==> src/rtl/pcr_pkg.sv <==
// Shared types, constants and the microcode program of prime_count_in_range.
// Depends on nothing; used by the sequencer, the remainder unit, the top level and the checker.
package pcr_pkg;

    localparam int unsigned VALUE_WIDTH_DEF = 20;
    localparam int unsigned PC_W            = 4;
    localparam int unsigned COND_W          = 4;

    // Jump conditions
    localparam logic [COND_W-1:0] COND_NONE       = 4'd0;
    localparam logic [COND_W-1:0] COND_ALWAYS     = 4'd1;
    localparam logic [COND_W-1:0] COND_NO_IN      = 4'd2;
    localparam logic [COND_W-1:0] COND_CAND_GE_HI = 4'd3;
    localparam logic [COND_W-1:0] COND_CAND_LT2   = 4'd4;
    localparam logic [COND_W-1:0] COND_SQ_GT_CAND = 4'd5;
    localparam logic [COND_W-1:0] COND_REM_BUSY   = 4'd6;
    localparam logic [COND_W-1:0] COND_REM_ZERO   = 4'd7;
    localparam logic [COND_W-1:0] COND_NO_OUT     = 4'd8;

    // Program addresses
    localparam logic [PC_W-1:0] STEP_IDLE   = 4'd0;
    localparam logic [PC_W-1:0] STEP_RANGE  = 4'd1;
    localparam logic [PC_W-1:0] STEP_SMALL  = 4'd2;
    localparam logic [PC_W-1:0] STEP_INIT   = 4'd3;
    localparam logic [PC_W-1:0] STEP_TEST   = 4'd4;
    localparam logic [PC_W-1:0] STEP_START  = 4'd5;
    localparam logic [PC_W-1:0] STEP_WAIT   = 4'd6;
    localparam logic [PC_W-1:0] STEP_CHECK  = 4'd7;
    localparam logic [PC_W-1:0] STEP_DIVINC = 4'd8;
    localparam logic [PC_W-1:0] STEP_PRIME  = 4'd9;
    localparam logic [PC_W-1:0] STEP_NEXT   = 4'd10;
    localparam logic [PC_W-1:0] STEP_DONE   = 4'd11;
    localparam logic [PC_W-1:0] STEP_WRAP   = 4'd12;

    typedef struct packed {
        logic              in_ready;
        logic              out_valid;
        logic              div_init;
        logic              rem_start;
        logic              div_step;
        logic              cnt_inc;
        logic              cand_inc;
        logic [COND_W-1:0] cond;
        logic [PC_W-1:0]   target;
    } pcr_ctrl_t;

    typedef struct packed {
        logic s_valid;
        logic m_ready;
        logic cand_ge_hi;
        logic cand_lt2;
        logic sq_gt_cand;
        logic rem_busy;
        logic rem_zero;
    } pcr_flags_t;

    // Microcode store: one control word per step.
    function automatic pcr_ctrl_t pcr_rom(input logic [PC_W-1:0] addr);
        pcr_ctrl_t w;
        w = '0;
        case (addr)
            STEP_IDLE: begin
                w.in_ready = 1'b1;
                w.cond     = COND_NO_IN;
                w.target   = STEP_IDLE;
            end
            STEP_RANGE: begin
                w.cond   = COND_CAND_GE_HI;
                w.target = STEP_DONE;
            end
            STEP_SMALL: begin
                w.cond   = COND_CAND_LT2;
                w.target = STEP_NEXT;
            end
            STEP_INIT: begin
                w.div_init = 1'b1;
            end
            STEP_TEST: begin
                w.cond   = COND_SQ_GT_CAND;
                w.target = STEP_PRIME;
            end
            STEP_START: begin
                w.rem_start = 1'b1;
            end
            STEP_WAIT: begin
                w.cond   = COND_REM_BUSY;
                w.target = STEP_WAIT;
            end
            STEP_CHECK: begin
                w.cond   = COND_REM_ZERO;
                w.target = STEP_NEXT;
            end
            STEP_DIVINC: begin
                w.div_step = 1'b1;
                w.cond     = COND_ALWAYS;
                w.target   = STEP_TEST;
            end
            STEP_PRIME: begin
                w.cnt_inc = 1'b1;
            end
            STEP_NEXT: begin
                w.cand_inc = 1'b1;
                w.cond     = COND_ALWAYS;
                w.target   = STEP_RANGE;
            end
            STEP_DONE: begin
                w.out_valid = 1'b1;
                w.cond      = COND_NO_OUT;
                w.target    = STEP_DONE;
            end
            STEP_WRAP: begin
                w.cond   = COND_ALWAYS;
                w.target = STEP_IDLE;
            end
            default: begin
                w.cond   = COND_ALWAYS;
                w.target = STEP_IDLE;
            end
        endcase
        return w;
    endfunction

endpackage

==> src/rtl/pcr_seq.sv <==
// Microcode sequencer: step counter, program store lookup and jump logic.
// Depends on pcr_pkg.
module pcr_seq
    import pcr_pkg::*;
(
    input  logic       aclk,
    input  logic       aresetn,
    input  pcr_flags_t flags,
    output pcr_ctrl_t  ctrl
);

    logic [PC_W-1:0] pc_reg;
    logic [PC_W-1:0] pc_next;
    logic            jump;

    assign ctrl = pcr_rom(pc_reg);

    always_comb begin
        case (ctrl.cond)
            COND_NONE:       jump = 1'b0;
            COND_ALWAYS:     jump = 1'b1;
            COND_NO_IN:      jump = !flags.s_valid;
            COND_CAND_GE_HI: jump = flags.cand_ge_hi;
            COND_CAND_LT2:   jump = flags.cand_lt2;
            COND_SQ_GT_CAND: jump = flags.sq_gt_cand;
            COND_REM_BUSY:   jump = flags.rem_busy;
            COND_REM_ZERO:   jump = flags.rem_zero;
            COND_NO_OUT:     jump = !flags.m_ready;
            default:         jump = 1'b1;
        endcase
        pc_next = jump ? ctrl.target : pc_reg + PC_W'(1);
    end

    always_ff @(posedge aclk) begin
        if (!aresetn) begin
            pc_reg <= STEP_IDLE;
        end else begin
            pc_reg <= pc_next;
        end
    end

endmodule

==> src/rtl/pcr_rem.sv <==
// Bit-serial restoring remainder unit, one quotient bit per cycle.
// Depends on pcr_pkg for the default width.
module pcr_rem
    import pcr_pkg::*;
#(
    parameter int unsigned VALUE_WIDTH = VALUE_WIDTH_DEF
) (
    input  logic                   aclk,
    input  logic                   aresetn,
    input  logic                   start,
    input  logic [VALUE_WIDTH-1:0] dividend,
    input  logic [VALUE_WIDTH-1:0] divisor,   // held by the caller while busy
    output logic                   busy,
    output logic                   rem_zero
);

    localparam int unsigned CNT_W = $clog2(VALUE_WIDTH + 1);

    logic [VALUE_WIDTH-1:0] r_reg, r_next;
    logic [VALUE_WIDTH-1:0] q_reg, q_next;
    logic [CNT_W-1:0]       cnt_reg, cnt_next;
    logic [VALUE_WIDTH:0]   trial;
    logic [VALUE_WIDTH:0]   diff;

    assign busy     = (cnt_reg != '0);
    assign rem_zero = (r_reg == '0);
    assign trial    = {r_reg, q_reg[VALUE_WIDTH-1]};
    assign diff     = trial - {1'b0, divisor};

    always_comb begin
        r_next   = r_reg;
        q_next   = q_reg;
        cnt_next = cnt_reg;
        if (start) begin
            r_next   = '0;
            q_next   = dividend;
            cnt_next = CNT_W'(VALUE_WIDTH);
        end else if (busy) begin
            // subtract when the trial remainder covers the divisor
            r_next   = diff[VALUE_WIDTH] ? trial[VALUE_WIDTH-1:0] : diff[VALUE_WIDTH-1:0];
            q_next   = {q_reg[VALUE_WIDTH-2:0], 1'b0};
            cnt_next = cnt_reg - CNT_W'(1);
        end
    end

    always_ff @(posedge aclk) begin
        if (!aresetn) begin
            cnt_reg <= '0;
        end else begin
            cnt_reg <= cnt_next;
        end
    end

    always_ff @(posedge aclk) begin
        r_reg <= r_next;
        q_reg <= q_next;
    end

endmodule

==> src/rtl/prime_count_in_range.sv <==
// Prime counter over a half-open range [s_lower_bound, s_upper_bound): each
// item returns one m_prime_count, the number of primes in the range (zero for
// an empty or reversed range; 0 and 1 are never counted). Work runs one item
// at a time under a microcoded sequencer driving trial division, each trial
// divisor going through a bit-serial remainder unit (divisors run from 2
// while divisor*divisor <= candidate, stopping at the first exact divisor).
// Per candidate the sequencer checks the range end and skips 0 and 1; then,
// for each divisor, it tests the square, starts the remainder unit, waits
// while the unit is busy, checks for a zero remainder and, if none, advances
// the divisor. A candidate with no exact divisor is counted. After the result
// item is taken the sequencer passes through STEP_WRAP before s_ready rises
// again. s_ready is high only while no item is in progress; the result is
// held on m_prime_count with m_valid until taken.
// Depends on pcr_pkg, pcr_seq and pcr_rem.
module prime_count_in_range
    import pcr_pkg::*;
#(
    parameter int unsigned VALUE_WIDTH = VALUE_WIDTH_DEF
) (
    input  logic                   aclk,
    input  logic                   aresetn,
    input  logic                   s_valid,
    output logic                   s_ready,
    input  logic [VALUE_WIDTH-1:0] s_lower_bound,
    input  logic [VALUE_WIDTH-1:0] s_upper_bound,
    output logic                   m_valid,
    input  logic                   m_ready,
    output logic [VALUE_WIDTH-1:0] m_prime_count
);

    localparam int unsigned SQ_W = VALUE_WIDTH + 2;

    pcr_ctrl_t  ctrl;
    pcr_flags_t flags;

    // Datapath registers (payload, no reset needed)
    logic [VALUE_WIDTH-1:0] cand_reg,  cand_next;
    logic [VALUE_WIDTH-1:0] hi_reg,    hi_next;
    logic [VALUE_WIDTH-1:0] div_reg,   div_next;
    logic [SQ_W-1:0]        sq_reg,    sq_next;
    logic [VALUE_WIDTH-1:0] count_reg, count_next;

    logic rem_busy;
    logic rem_zero;
    logic load;

    assign s_ready       = ctrl.in_ready;
    assign m_valid       = ctrl.out_valid;
    assign m_prime_count = count_reg;
    assign load          = ctrl.in_ready && s_valid;

    // Status seen by the sequencer's jump logic
    assign flags.s_valid    = s_valid;
    assign flags.m_ready    = m_ready;
    assign flags.cand_ge_hi = (cand_reg >= hi_reg);
    assign flags.cand_lt2   = (cand_reg[VALUE_WIDTH-1:1] == '0);
    assign flags.sq_gt_cand = (sq_reg > {2'b00, cand_reg});
    assign flags.rem_busy   = rem_busy;
    assign flags.rem_zero   = rem_zero;

    pcr_seq u_seq (
        .aclk    (aclk),
        .aresetn (aresetn),
        .flags   (flags),
        .ctrl    (ctrl)
    );

    pcr_rem #(
        .VALUE_WIDTH (VALUE_WIDTH)
    ) u_rem (
        .aclk     (aclk),
        .aresetn  (aresetn),
        .start    (ctrl.rem_start),
        .dividend (cand_reg),
        .divisor  (div_reg),
        .busy     (rem_busy),
        .rem_zero (rem_zero)
    );

    always_comb begin
        cand_next  = cand_reg;
        hi_next    = hi_reg;
        div_next   = div_reg;
        sq_next    = sq_reg;
        count_next = count_reg;
        // take a new range and clear the tally
        if (load) begin
            cand_next  = s_lower_bound;
            hi_next    = s_upper_bound;
            count_next = '0;
        end
        // restart trial division at divisor 2, square 4
        if (ctrl.div_init) begin
            div_next = VALUE_WIDTH'(2);
            sq_next  = SQ_W'(4);
        end
        // advance the divisor, keeping its square by (d+1)^2 = d^2 + 2d + 1
        if (ctrl.div_step) begin
            div_next = div_reg + VALUE_WIDTH'(1);
            sq_next  = sq_reg + {1'b0, div_reg, 1'b1};
        end
        if (ctrl.cnt_inc) begin
            count_next = count_reg + VALUE_WIDTH'(1);
        end
        // cand stays below hi here, so the step never wraps
        if (ctrl.cand_inc) begin
            cand_next = cand_reg + VALUE_WIDTH'(1);
        end
    end

    always_ff @(posedge aclk) begin
        cand_reg  <= cand_next;
        hi_reg    <= hi_next;
        div_reg   <= div_next;
        sq_reg    <= sq_next;
        count_reg <= count_next;
    end

endmodule

==> config.mk <==
export PLATFORM = sky130hd
export DESIGN_NAME = prime_count_in_range
export DESIGN_NICKNAME = d
export VERILOG_FILES = /design/src/rtl/pcr_pkg.sv /design/src/rtl/pcr_seq.sv /design/src/rtl/pcr_rem.sv /design/src/rtl/prime_count_in_range.sv
export SDC_FILE = /design/constraint.sdc
export NUM_CORES = 1
export LEC_CHECK = 0
export BUFFER_PORTS_ARGS = -buffer_cell sky130_fd_sc_hd__buf_2
export CAP_MARGIN = 5
export CORE_UTILIZATION = 35
export CTS_CLUSTER_DIAMETER = 50
export DETAILED_ROUTE_END_ITERATION = 12
export PLACE_DENSITY_LB_ADDON = 0.12
export REMOVE_ABC_BUFFERS = 1
export SETUP_SLACK_MARGIN = 0.05
export SYNTH_ARGS = -nofsm -noshare
export SYNTH_HDL_FRONTEND = slang
export SYNTH_SLANG_ARGS = --single-unit
==> constraint.sdc <==
create_clock -name aclk -period 3.7 [get_ports aclk]
set_input_delay 0.555 -clock aclk [delete_from_list [all_inputs] [get_ports aclk]]
set_output_delay 0.555 -clock aclk [all_outputs]
set_load 0.05 [all_outputs]
# --- Word-level counts from Yosys, hierarchy flattened ---
# Cells that the tools add are included.
totals:
  wordCells: 75
  register_bits: 151
  output_inout_bits: 22
  inputBits: 44
classes:
  n_reduce_logical: 14
  eq_ne: 18
  order_cmp: 2
  n_mux: 23
  add_sub_neg: 7
  n_bitwise: 1
op_table:
  columns: ["operator", "n"]
  rows:
  - ["$mux 20", 9]
  - ["$pmux 8 s10", 1]
  - ["$add 20x1->20 const B", 3]
  - ["$mux 22", 2]
  - ["$eq 4x3->1 const B", 8]
  - ["$add 22x21->22", 1]
  - ["$gt 22x20->1", 1]
  - ["$sub 21x20->21", 1]
  - ["$eq 4x4->1 const B", 5]
  - ["$ge 20x20->1", 1]
  - ["$logic_not 20->1", 1]
  - ["$logic_not 19->1", 1]
  - ["$eq 4x2->1 const B", 4]
  - ["$mux 5", 2]
  - ["$logic_not 4->1", 2]
  - ["$pmux 1 s8", 1]
  - ["$reduce_bool 2->1", 4]
  - ["$mux 1", 7]
  - ["$reduce_bool 5->1", 1]
  - ["$sub 5x1->5 const B", 1]
  - ["$add 4x1->4 const B", 1]
  - ["$eq 4x1->1 const B", 1]
  - ["$mux 4", 1]
  - ["$reduce_or 3->1", 1]
  - ["4 further kinds", 5]

# --- Depth between registers and ports, before layout ---
depth:
  depth_word: 6
  depth_mapped: 13
  ltp_nobuf: 11

# --- Hierarchy ---
# A second synthesis with hierarchy kept.
unflattened:
  hier_cells: 1081
  area_unflattened_um2: 10433.8
modules_own_cells:
  columns: ["module", "cells_per_inst", "seq_area_each_um2", "n_inst", "area_per_inst_um2"]
  rows:
  - ["prime_count_in_range", 651, 3062.9, 1, 6668.9]
  - ["pcr_rem", 342, 1101.1, 1, 3125.5]
  - ["pcr_seq", 88, 80.1, 1, 639.4]

# --- Least setup slack after synthesis ---
# OpenSTA, ideal clock, no wires.
synth_path:
  path_kind: "reg2reg"
  startpoint: "reg u_seq.pc_reg[0]"
  endpoint: "reg div_reg[0], enable pin"
  synth_period_minus_slack_ps: 3480
  path_slack_ps: 220
  n_path_buf: 1
  setup_time_ps: 455
  required_ps: 3245
  stages_incl_launch_ff: 6
  arrival_ps: 3025
  cell_sequence: "dfxtp_1 > inv_1 > ha_1 > clkbuf_1 > nand2_1 > a21oi_1"
synth_between:
  elab_chain_cells: 3
  word_cells_on_any_way: 5
  classes_between: "2 x eq/ne; 2 x mux; 1 x reduce/logical"
synth_rtl:
  columns: ["element", "line", "source"]
  rows:
  - ["start, declared", "pcr_seq.sv:12", "logic [PC_W-1:0] pc_reg;"]
  - ["start signal, assigned", "pcr_seq.sv:38", "pc_reg <= pc_next;"]
  - ["$eq 4x4->1 / $eq 4x2->1 (equally long branches)", "pcr_pkg.sv:61", "case (addr)"]
  - ["$mux 1", "pcr_pkg.sv:61", null]
  - ["$reduce_bool 2->1 (no source line) *", null, null]
  - ["end signal, assigned", "prime_count_in_range.sv:114", "div_reg <= div_next;"]
  - ["end, declared", "prime_count_in_range.sv:39", "logic [VALUE_WIDTH-1:0] div_reg, div_next;"]
# Every way passes the cells marked *; elsewhere a longest branch is shown, timed or not.
# A chain may end at the register's enable or synchronous reset.

# --- Worst setup path after layout ---
layout_path:
  startpoint: "reg div_reg[0]"
  endpoint: "reg u_rem.r_reg[8]"
layout_between:
  elab_chain_cells: 2
layout_rtl:
  columns: ["element", "line", "source"]
  rows:
  - ["$sub 21x20->21", "pcr_rem.sv:28", "assign diff = trial - {1'b0, divisor};"]
  - ["$mux 20", "pcr_rem.sv:40", "r_next = diff[VALUE_WIDTH] ? trial[VALUE_WIDTH-1:0] : diff[VALUE_WIDTH-1:0];"]
  - ["end signal, assigned", "pcr_rem.sv:55", "r_reg <= r_next;"]
  - ["end, declared", "pcr_rem.sv:19", "logic [VALUE_WIDTH-1:0] r_reg, r_next;"]
# No other way between the ends.

==> parameters.txt <==
Parameter                              Value

Run status
  Run status    completed

Synthesis
  Area share of the leading cell type in the synthesized netlist    36.36%
  Count of synthesis-stage warnings from yosys    0
  Number of unique standard cell types used by synthesis    68
  Post-synth top area cell    edfxtp_1
  Portion of the post-synthesis area used by sequential elements    42.13%
  Async set-or-reset flop fraction in the synthesized netlist    0%
  Largest cells by area after synthesis    edfxtp_1, ha_1, dfxtp_1
  Cell with the most instances after synthesis    edfxtp_1
  Per-instance average area after synthesis    9.251 sq um
  Post-Synthesis Cells    1089
  Post-Synthesis Cell Area    0.01007 sq mm
  Number of synthesized flops with an enable pin    122
  Most instantiated flip-flop cell in the synthesis netlist    edfxtp_1
  Top cells by instance count after synthesis    edfxtp_1, nand2_1, nor2_1
  Combinational family with the most area after synthesis    simple AND/OR/NAND/NOR gates
  Synthesized-area fraction occupied by ao, oa, aoi and oai cells    15.49%
  Share of synthesized area spent on multiplexers    1.416%
  Arithmetic-cell share of the synthesized area counting full adders, half adders and majority gates    11.33%
  Flip-flop and latch count after synthesis    151
  Post-synthesis share of cell area spent on and, or, nand and nor gates    18.46%
  Fraction of synthesized cell area in xor and xnor cells    6.433%

CTS
  Clk_lat worst skew    0.43 ns
  Setup bufs post-CTS    0
  # hold bufs at CTS    0
  Clock tree from TritonCTS    built
  CTS HTree Levels    4
  Clock slew seen by the registers of the worst setup and hold paths    0.08 ns
  Cells resized by post-CTS repair    0
  Count of clock tree sinks    151
  Number of buffers between clock root and the deepest sink    2
  Clock buffers created by TritonCTS    17
  Root cell of the clock tree    clkbuf_16

Setup path
  Critical Path Max Stage Delay    0.52 ns
  Signal arrival time at the worst endpoint    3.51 ns
  Worst setup path end    u_rem.r_reg[8]$_SDFFE_PP0P_
  Kind of critical path    reg -> reg
  Crit path required time    3.98 ns
  Reg-to-reg slack, setup    0.48 ns
  Launch point of the worst reg-to-reg path    div_reg[0]$_SDFFCE_PN0P_
  Type of origin of the critical path    flop
  Critical-path cell list    ha_1, fa_1, nor2b_1, o31a_1, o221ai_2, nor3_1, or3_4, nand3_2, buf_4, mux2i_1, a21oi_1
  Maximum fanout along the worst path    17
  Start point of the critical path    div_reg[0]$_SDFFCE_PN0P_
  Worst flop-to-flop path endpoint    u_rem.r_reg[8]$_SDFFE_PP0P_
  Critical Path Sink Type    flop
  Cell with the biggest individual delay on the critical path    edfxtp_1
  Reg2Reg Depth    11

Global routing
  Wire length of the first global-routing pass    39780 um
  Global-route total usage across every layer    17.32%
  Via count of the first global-routing pass    7609
  GR Overflow Total    0
  Maximum number of pins on one net before global-route repair    43
  Antenna violations before repair    0

Cells and area
  Area taken by flip-flops and latches    0.004244 sq mm
  Layout fillers    2836
  Proportion of layout cells with a drive suffix above 1    10.35%
  Area growth from synthesis to layout    13.34%
  Number of flip-flops in the largest register    22
  Ant diodes    0
  Fin nets    1280
  Multi-input gate area in the final layout    0.005363 sq mm
  Fin area    0.01142 sq mm

Drt
  TritonRoute pass-1 iters    5
  Total DRC errors in the routed layout    0
  Routed via count    7919
  Post-DR vias/cell    5.152
  Final Routed Wirelength    24650 um
  Antenna viol nets, final    0
  WL per Instance    16.04 um
  Starting DRT DRC Count    465

STA
  Post-route clock period utilization    87.09%
  Peak Freq    0.3103 GHz
  Final Skew    0.01342 ns
  Worst Hold Margin    0.2889 ns
  Rel. slew slack    42.45%
  Max Slew Vio Count    0
  Final hold violation count    0
  Setup slack after layout    0.4777 ns
  Actual transition at the worst max-transition pin    0.8612 ns
  Minimum clock period after layout    3.222 ns
  Endpoints failing setup    0
  RSZ-0062 raised after global routing    no
  Final setup TNS    0 ns

Power and ir drop
  Static Leak    4.630 nW
  Power Internal    0.005792 W
  Power per Cell Area    908.6 mW/mm^2
  Switching power of the nets    0.004583 W
  IR Drop Worst-Case VDD    383.1 uV
  Net switching fraction of the power    44.17%
  Comb pwr share    51.5%
  Clock Power Share    17.3%
  Proportion of power drawn by flip-flops and latches    31.2%

Die
  Core Box Area    0.02809 sq mm
  Number of core rows    61
  Die extent in x    171.7 um
  Top-level port count    66
  Floorplan die height    171.7 um
  Initial core utilization    35.87%
  Die area    0.02947 sq mm

Place
  Final estimated routing congestion in global placement    0.8367
  Half-perimeter wire length after detailed placement    18480 um
  Worst setup slack after placement    0.4561 ns
  Count of port buffers added during placement    65
  Post-detailed-placement cell area    0.01083 sq mm

Run
  Reported max-cap violation count    0

Min path
  Min-Delay Path Class    in -> reg
[stage by stage]
step,cells,total power (W),util (%)
detailed placement,1505,0.008614,38.55
global route,1537,0.01130,40.65
finish,1537,0.01037,40.65
floorplan,1049,0.007184,-
global placement,1505,0.008599,38.55
CTS,1537,0.01045,40.65
[worst max-delay path: cells and delay by family, from the launching register on]
| family | cells | cell delay [ns] |
|---|---|---|
| AO/OA/AOI/OAI | 3 | 0.45 |
| adder cells (fa/ha/maj) | 2 | 0.70 |
| multiplexers | 1 | 0.15 |
| AND/OR/NAND/NOR | 4 | 0.96 |
| buffers and inverters | 1 | 0.30 |
| flip-flops | 1 | 0.52 |
[power groups by stage]
| stage | Combinational, W | Clock [W] | Sequential (W) |
|---|---|---|---|
| after detailed placement | 0.00535 | 0 | 0.00327 |
| final | 0.00535 | 0.00179 | 0.00324 |
| after CTS | 0.00537 | 0.00184 | 0.00324 |
| after global placement | 0.00533 | 0 | 0.00327 |
| after global routing | 0.00607 | 0.00190 | 0.00333 |
| after floorplan | 0.00383 | 0 | 0.00335 |
[how the worst min path moves through the flow]
stage	slack, ns	cells past startpoint	start	endpoint
finish	0.29	1	s_upper_bound[8]	hi_reg[8]$_DFFE_PP_
floorplan	0.47	2	u_rem.cnt_reg[4]$_SDFFE_PN0P_	u_rem.cnt_reg[4]$_SDFFE_PN0P_
global route	0.28	1	s_upper_bound[2]	hi_reg[2]$_DFFE_PP_
global placement	0.49	2	u_rem.cnt_reg[4]$_SDFFE_PN0P_	u_rem.cnt_reg[4]$_SDFFE_PN0P_
detailed placement	0.50	2	u_rem.cnt_reg[4]$_SDFFE_PN0P_	u_rem.cnt_reg[4]$_SDFFE_PN0P_
CTS	0.27	1	s_upper_bound[8]	hi_reg[8]$_DFFE_PP_
[layout by cell type, fill, tap and decap left out, types with 17 or more instances in the layout]
cell type	instances
edfxtp_1	122
nand2_1	103
nor2_1	96
o21ai_0	89
ha_1	88
inv_1	83
buf_2	65
a21oi_1	58
nand3_1	53
xnor2_1	52
nor3_1	38
dfxtp_1	29
xor2_1	22
clkbuf_16	17
[cell type report]
class,instances,area share (%)
clock inverters,14,1.424
clock buffers,18,3.758
repair buffers,78,3.813
multi-input cells,815,46.96
flip-flops and latches,151,37.17
well taps,378,4.142
inverters,83,2.728
[logic make-up after synthesis]
logic type | Yosys count
and+or+nand+nor | 388
AOI/OAI and AO/OA | 249
DFF | 151
buffers and inverters | 123
adders and majority gates | 90
xor gates and xnor gates | 74
muxes | 14
[per-layer routing]
| layer | vias to the layer above | share of wire (%) | global-route usage, % |
|---|---|---|---|
| met4 | 0 | 1.3 | 4.658 |
| met1 | 3695 | 51 | 23.92 |
| met3 | 23 | 3.5 | 3.014 |
| met2 | 129 | 45 | 27.67 |
| met5 | - | 0 | 0 |
| li1 | 4072 | - | - |
Note: power is estimated with default switching activity, not from simulation.
